## src/hw/rtl/cau_pkg.sv

```systemverilog
// Shared types, constants and helper functions of the complex arithmetic unit.
// Used by every module of the unit; depends on nothing else.
`default_nettype none

package cau_pkg;

    typedef enum logic [3:0] {
        K_ADD   = 4'd0,
        K_SUB   = 4'd1,
        K_MUL   = 4'd2,
        K_DIV   = 4'd3,
        K_CONJ  = 4'd4,
        K_RECIP = 4'd5,
        K_NEG   = 4'd6,
        K_MAG   = 4'd7,
        K_ANGLE = 4'd8
    } t_kind;

    // Quotient bits produced by the division steps, root bits by the square root steps.
    localparam int DIV_STEPS    = 34;
    localparam int SQRT_STEPS   = 32;
    localparam int N_CELLS      = 34;
    localparam int NORM_STEPS   = 6;
    localparam int FRONT_STAGES = 10;

    localparam logic [33:0] HALF_PI_Q30     = 34'd1686629713;
    localparam logic [29:0] DEG_PER_RAD_Q24 = 30'd961263669;
    localparam logic [31:0] POS_MAX         = 32'h7FFF_FFFF;
    localparam logic [31:0] NEG_MAX         = 32'h8000_0000;

    typedef struct packed {
        logic [3:0]          kind;
        logic signed [31:0]  a_real;
        logic signed [31:0]  a_imag;
        logic signed [31:0]  b_real;
        logic signed [31:0]  b_imag;
    } t_in_beat;

    typedef struct packed {
        logic signed [31:0]  res_real;
        logic signed [31:0]  res_imag;
        logic                zero_divisor;
        logic                saturated;
    } t_out_beat;

    typedef struct packed {
        logic        sat;
        logic [31:0] val;
    } t_sat32;

    typedef struct packed {
        logic        neg;
        logic [63:0] mag;
    } t_sm;

    typedef struct packed {
        logic        neg;
        logic        ovf;
        logic [63:0] rem;
        logic [33:0] low;
        logic [33:0] q;
    } t_div_lane;

    // Everything one item carries down the pipeline.
    typedef struct packed {
        logic [3:0]          kind;
        logic                zd;
        logic                sat;
        logic [31:0]         re;
        logic [31:0]         im;
        logic signed [63:0]  p_rr;
        logic signed [63:0]  p_ii;
        logic signed [63:0]  p_ir;
        logic signed [63:0]  p_ri;
        logic [63:0]         sq_r;
        logic [63:0]         sq_i;
        t_sm                 d;
        t_sm                 c;
        t_sm                 mr;
        t_sm                 mi;
        logic [63:0]         den;
        t_div_lane [1:0]     dv;
        logic [63:0]         rad;
        logic [34:0]         srem;
        logic [31:0]         root;
        logic [63:0]         ndm;
        logic [63:0]         ncm;
        logic [63:0]         nmx;
        logic signed [33:0]  x;
        logic signed [33:0]  y;
        logic signed [33:0]  z;
        logic [31:0]         zc;
        logic [61:0]         angp;
    } t_work;

    function automatic t_sat32 clamp33(input logic signed [32:0] v);
        t_sat32 r;
        r.sat = 1'b0;
        r.val = v[31:0];
        if (v > 33'sh0_7FFF_FFFF) begin
            r.sat = 1'b1;
            r.val = POS_MAX;
        end else if (v < 33'sh1_8000_0000) begin
            r.sat = 1'b1;
            r.val = NEG_MAX;
        end
        return r;
    endfunction

    // Sign and magnitude into a clamped 32-bit two's complement word.
    function automatic t_sat32 fin_sm(input logic neg, input logic [64:0] mag);
        t_sat32 r;
        r.sat = 1'b0;
        if (!neg) begin
            if (mag > 65'(POS_MAX)) begin
                r.sat = 1'b1;
                r.val = POS_MAX;
            end else begin
                r.val = mag[31:0];
            end
        end else begin
            if (mag > 65'(NEG_MAX)) begin
                r.sat = 1'b1;
                r.val = NEG_MAX;
            end else begin
                r.val = ~mag[31:0] + 32'd1;
            end
        end
        return r;
    endfunction

    function automatic t_sm to_sm(input logic signed [65:0] v);
        t_sm r;
        r.neg = v[65];
        r.mag = v[65] ? 64'(-v) : v[63:0];
        return r;
    endfunction

    // atan(2^-i) in Q2.30 radians.
    function automatic logic [33:0] atan_q30(input logic [4:0] i);
        logic [33:0] r;
        case (i)
            5'd0:  r = 34'd843314857;
            5'd1:  r = 34'd497837829;
            5'd2:  r = 34'd263043837;
            5'd3:  r = 34'd133525159;
            5'd4:  r = 34'd67021687;
            5'd5:  r = 34'd33543516;
            5'd6:  r = 34'd16775851;
            5'd7:  r = 34'd8388437;
            5'd8:  r = 34'd4194283;
            5'd9:  r = 34'd2097149;
            5'd10: r = 34'd1048576;
            5'd11: r = 34'd524288;
            5'd12: r = 34'd262144;
            5'd13: r = 34'd131072;
            5'd14: r = 34'd65536;
            5'd15: r = 34'd32768;
            5'd16: r = 34'd16384;
            5'd17: r = 34'd8192;
            5'd18: r = 34'd4096;
            5'd19: r = 34'd2048;
            5'd20: r = 34'd1024;
            5'd21: r = 34'd512;
            5'd22: r = 34'd256;
            5'd23: r = 34'd128;
            5'd24: r = 34'd64;
            5'd25: r = 34'd32;
            5'd26: r = 34'd16;
            5'd27: r = 34'd8;
            5'd28: r = 34'd4;
            5'd29: r = 34'd2;
            5'd30: r = 34'd1;
            default: r = 34'd0;
        endcase
        return r;
    endfunction

endpackage

`default_nettype wire

```

## src/hw/rtl/cau_back.sv

```systemverilog
// Back end: quotient and root rounding, angle scaling and the result register.
// Uses cau_pkg.
`default_nettype none

module cau_back #(
    parameter int FRAC_BITS = 16
) (
    input  wire                 i_clk,
    input  wire                 i_rst_n,
    input  wire                 i_en,
    input  wire                 i_deg,
    input  wire                 i_valid,
    input  cau_pkg::t_work      i_work,
    output logic                o_valid,
    output cau_pkg::t_out_beat  o_beat
);

    logic               r_v1, r_v2;
    cau_pkg::t_work     r_w1, n_w1;
    cau_pkg::t_out_beat r_out, n_out;

    cau_pkg::t_sat32    lane [2];
    logic [34:0]        qr;
    logic [32:0]        rt;
    cau_pkg::t_sat32    s_a;
    logic [63:0]        ang;
    cau_pkg::t_sat32    s_ang;

    always_comb begin
        n_w1 = i_work;
        for (int l = 0; l < 2; l++) begin
            qr = {1'b0, i_work.dv[l].q}
               + 35'({i_work.dv[l].rem, 1'b0} >= {1'b0, i_work.den});
            lane[l] = cau_pkg::fin_sm(i_work.dv[l].neg, 65'(qr));
            if (i_work.dv[l].ovf) begin
                lane[l].sat = 1'b1;
                lane[l].val = i_work.dv[l].neg ? cau_pkg::NEG_MAX : cau_pkg::POS_MAX;
            end
        end
        rt  = {1'b0, i_work.root} + 33'({3'd0, i_work.root} < i_work.srem);
        s_a = cau_pkg::fin_sm(1'b0, 65'(rt));
        if (!i_work.zd) begin
            if (i_work.kind == cau_pkg::K_DIV || i_work.kind == cau_pkg::K_RECIP) begin
                n_w1.re  = lane[0].val;
                n_w1.im  = lane[1].val;
                n_w1.sat = lane[0].sat | lane[1].sat;
            end else if (i_work.kind == cau_pkg::K_MAG) begin
                n_w1.re  = s_a.val;
                n_w1.sat = s_a.sat;
            end
        end
        n_w1.zc   = i_work.z[33] ? 32'd0 : i_work.z[31:0];
        n_w1.angp = (i_work.z[33] ? 32'd0 : i_work.z[31:0]) * cau_pkg::DEG_PER_RAD_Q24;
    end

    always_comb begin
        if (i_deg) begin
            ang = (64'(r_w1.angp) + (64'd1 << (53 - FRAC_BITS))) >> (54 - FRAC_BITS);
        end else begin
            ang = (64'(r_w1.zc) + (64'd1 << (29 - FRAC_BITS))) >> (30 - FRAC_BITS);
        end
        s_ang              = cau_pkg::fin_sm(1'b0, 65'(ang));
        n_out.res_real     = r_w1.re;
        n_out.res_imag     = r_w1.im;
        n_out.zero_divisor = r_w1.zd;
        n_out.saturated    = r_w1.sat;
        if (r_w1.kind == cau_pkg::K_ANGLE && !r_w1.zd) begin
            n_out.res_real  = s_ang.val;
            n_out.saturated = s_ang.sat;
        end
    end

    always_ff @(posedge i_clk) begin
        if (!i_rst_n) begin
            r_v1 <= 1'b0;
            r_v2 <= 1'b0;
        end else if (i_en) begin
            r_v1 <= i_valid;
            r_v2 <= r_v1;
        end
    end

    always_ff @(posedge i_clk) begin
        if (i_en) begin
            r_w1  <= n_w1;
            r_out <= n_out;
        end
    end

    assign o_valid = r_v2;
    assign o_beat  = r_out;

endmodule

`default_nettype wire

```

## config.mk

```make
export PLATFORM = sky130hd
export DESIGN_NAME = cau_back
export DESIGN_NICKNAME = d
export VERILOG_FILES = /design/src/hw/rtl/cau_pkg.sv /design/src/hw/rtl/cau_back.sv
export SDC_FILE = /design/constraint.sdc
export NUM_CORES = 2
export LEC_CHECK = 0
export ABC_AREA = 1
export BUFFER_PORTS_ARGS = -buffer_cell sky130_fd_sc_hd__buf_2
export CAP_MARGIN = 5
export CELL_PAD_IN_SITES_DETAIL_PLACEMENT = 0
export CELL_PAD_IN_SITES_GLOBAL_PLACEMENT = 1
export CORE_AREA = 2 2 632 634
export CTS_CLUSTER_DIAMETER = 60
export DETAILED_ROUTE_END_ITERATION = 10
export DIE_AREA = 0 0 634 636
export PLACE_DENSITY_LB_ADDON = 0.3
export REMOVE_ABC_BUFFERS = 1
export SLEW_MARGIN = 20
export SYNTH_ARGS = -nofsm -noshare
export SYNTH_HDL_FRONTEND = slang
export SYNTH_SLANG_ARGS = --single-unit
```

## constraint.sdc

```tcl
create_clock -name i_clk -period 28 [get_ports i_clk]
set_clock_uncertainty 0.15 [all_clocks]
set_input_delay 5.6 -clock i_clk [delete_from_list [all_inputs] [get_ports i_clk]]
set_output_delay 5.6 -clock i_clk [all_outputs]
set_load 0.005 [all_outputs]
```

==> out/metrics.csv <==
stage;metric;value;unit
run_status;status;complete, no violations;
final_layout;nNetsFinal;7639;
worst_setup_path;cp-end-kind;flip-flop;
run;max_cap_viol_count;0;
placement;gp_congestion;0.861;
final_layout;drive_gt1_frac;0.132;
grt;grtUsageTotal;0.0918;
worst_setup_path;worstPathRequired;28.16;ns
worst_setup_path;startpoint_type;input pin;
worst_setup_path;critPathKind;in -> reg;
final_layout;final_util;0.114;
worst_hold_path;hp-class;reg -> reg;
sta;fin_crit_sh;0.536;
cts;holdBufCountCts;0;
synthesis;synth.distinct_cells;60;
grt;first_global_vias;34700;
cts;cts_setup_buffers;0;
die;initial_utilization;0.0892;
worst_setup_path;reg2reg_slack;24.59;ns
synthesis;ys_seq_area_frac;0.154;
worst_hold_path;min-delay-start;n_out[21];
die;io_pins;1637;
worst_setup_path;max_stage_delay;0.66;ns
synthesis;synth.avg_cell_area;7.55;µm²
power;p_total;0.00465;W
final_layout;fill_cells;46500;
grt;grt_remaining_overflow;0;
worst_hold_path;hold_depth;0;
cts;cts_made_buffers;25;
power;clockPowerShare;0.072;
route;vias;32900;
cts;cts_sinks;182;
placement;numPortBuffers;505;
worst_setup_path;path_common_cell;fa_1;
worst_setup_path;worstReg2RegEnd;o_beat[57];
route;drtIter0Drc;1655;
die;rows;232;
worst_setup_path;arrival;15.15;ns
sta;finalHoldViolCount;0;
synthesis;synth_area_leaders;ha_1 (19%), fa_1 (19%), edfxtp_1 (15%);
route;wl_per_cell;18.0;µm
sta;rsz0062_at_grt;no;
worst_hold_path;min_to;o_beat[21];
synthesis;yosysTopAreaCellShare;0.193;
placement;hpwl;170000;µm
cts;clk_pin_slew;0.09;ns
grt;grt_pass1_wl;262000;µm
route;vias_per_cell;3.14;
route;routed_wl;189000;µm
cts;cts_resized;0;
final_layout;area_growth;27.7;%
power;p_per_area;103;nW/µm²
sta;fmax;0.0667;GHz
worst_setup_path;crit_slowest_cell;inv_1;
power;ir_drop;156;µV
sta;finalSetupViolCount;0;
power;seq_power_share;0.096;
worst_setup_path;crit_fanout;23;
power;switching_share;0.591;
cts;clk_latency;0.56;ns
power;intPower;0.00190;W
die;die_h;636;µm
synthesis;ys_seq_elements;182;
cts;cts_root_buffer;clkbuf_16;
synthesis;synth_common_cells;inv_1 (1,005), nand2_1 (892), ha_1 (547);
synthesis;yosysMostFrequentCell;inv_1;
worst_setup_path;timing.rr.start;r_w1[37];
synthesis;syn_area;35400;µm²
cts;cts_tree;yes;
route;detail-route-antenna-nets;0;
sta;finalCriticalPeriod;14.99;ns
cts;clockBufferDepth;3;
power;p_sw;0.00275;W
sta;drv_slew;0;
cts;h-tree-depth;4;
grt;antenna_found_initial;93;
route;drcViolationCount;0;
synthesis;synth_cells;4694;
final_layout;seqCellArea;5450;µm²
synthesis;synth_ff_type;edfxtp_1;
power;comb_power_share;0.832;
synthesis;synth-edff-count;180;
power;p_leak;21.4;nW
route;dr.pass1.iters;6;
final_layout;fin_cells;10500;
grt;grt_start_max_net_pins;75;
synthesis;async_flop_share;0;
synthesis;yosysWarnings;0;
final_layout;multi_input_area;25800;µm²
sta;slew_headroom;0.308;
sta;tightest_slew;1.04;ns
synthesis;yosys.area.top_type;ha_1;
die;dieArea;403000;µm²
sta;fin_hold_ws;0.238;ns
placement;dp.cells;10400;
sta;setup-tns-final;0;ns
die;fp.dieW;634;µm
worst_setup_path;r2r_cells;11;
die;coreArea;397000;µm²
-- sequential cells by signal, indices dropped and copies added (netlist names) --
name and count:
r_w1 81, o_beat 66, n_out 33, r_v1 1, o_valid 1
-- how the worst max path moves through the flow --
stage | slack (ns) | startpoint | to
2_1_floorplan | 15.25 | i_work[127] | r_w1[60]
3_3_place_gp | 12.40 | i_work[127] | r_w1[60]
3_5_place_dp | 12.38 | i_work[127] | r_w1[44]
4_1_cts | 13.01 | i_work[127] | r_w1[44]
5_1_grt | 12.39 | i_work[127] | r_w1[60]
6_report | 13.01 | i_work[127] | r_w1[60]
-- worst max-delay path: cells and delay by family --
family | cells | cell delay (ns)
AOI/OAI and AO/OA | 3 | 1.15
and+or+nand+nor | 10 | 2.87
xor gates and xnor gates | 1 | 0.08
adders and majority gates | 9 | 4.13
buffers and inverters | 7 | 1.30
-- through the flow --
stage	area (µm²)	worst slack [ns]
floorplan	35100	15.25
global placement	44500	12.40
detailed placement	44500	12.38
CTS	45200	13.01
global route	45200	12.39
finish	45200	13.01
-- final cells by class --
type,count,area share
antenna,19,0.00105
clock buffer,25,0.0138
clock inverter,8,0.00263
inverter,1021,0.0847
multi-input combinational,3424,0.571
sequential,182,0.120
tap,5265,0.146
timing repair buffer,532,0.0606
-- placed cells by master, fill, tap and decap left out, types with 50 or more instances in the layout --
cell type	instances
xor2_1	93
edfxtp_1	180
a21oi_1	209
buf_2	504
nand3_1	233
nand4_1	90
nor3_1	50
fa_1	336
inv_1	1003
o21ai_0	114
ha_1	547
nor2_1	533
nand2_1	892
-- power groups by stage --
stage,registers (W),logic (W),clock network [W]
floorplan,0.000433,0.00248,0
global placement,0.000455,0.00397,0
detailed placement,0.000455,0.00395,0
CTS,0.000450,0.00397,0.000361
global route,0.000453,0.00440,0.000363
finish,0.000447,0.00386,0.000335
-- kinds of logic (layout without fill, tap and decap cells) --
kind of cell | count (synthesis) | after routing | share of synthesized area
other | 0 | 19 | 0
AND/OR/NAND/NOR | 1927 | 1927 | 0.234
buffers and inverters | 1088 | 1586 | 0.117
XOR/XNOR | 133 | 133 | 0.0331
AO/OA/AOI/OAI | 481 | 481 | 0.0791
adder cells (fa/ha/maj) | 883 | 883 | 0.383
flip-flops | 182 | 182 | 0.154
-- layer usage --
metal / GRT usage / part of all wire / routed length (µm)
met1: 0.118 / 0.45 / 84500
met2: 0.160 / 0.48 / 90700
met3: 0.0169 / 0.054 / 10300
met4: 0.0151 / 0.015 / 2840
met5: 0 / 0.0020 / 381
Note: power is estimated with default switching activity, not from simulation.
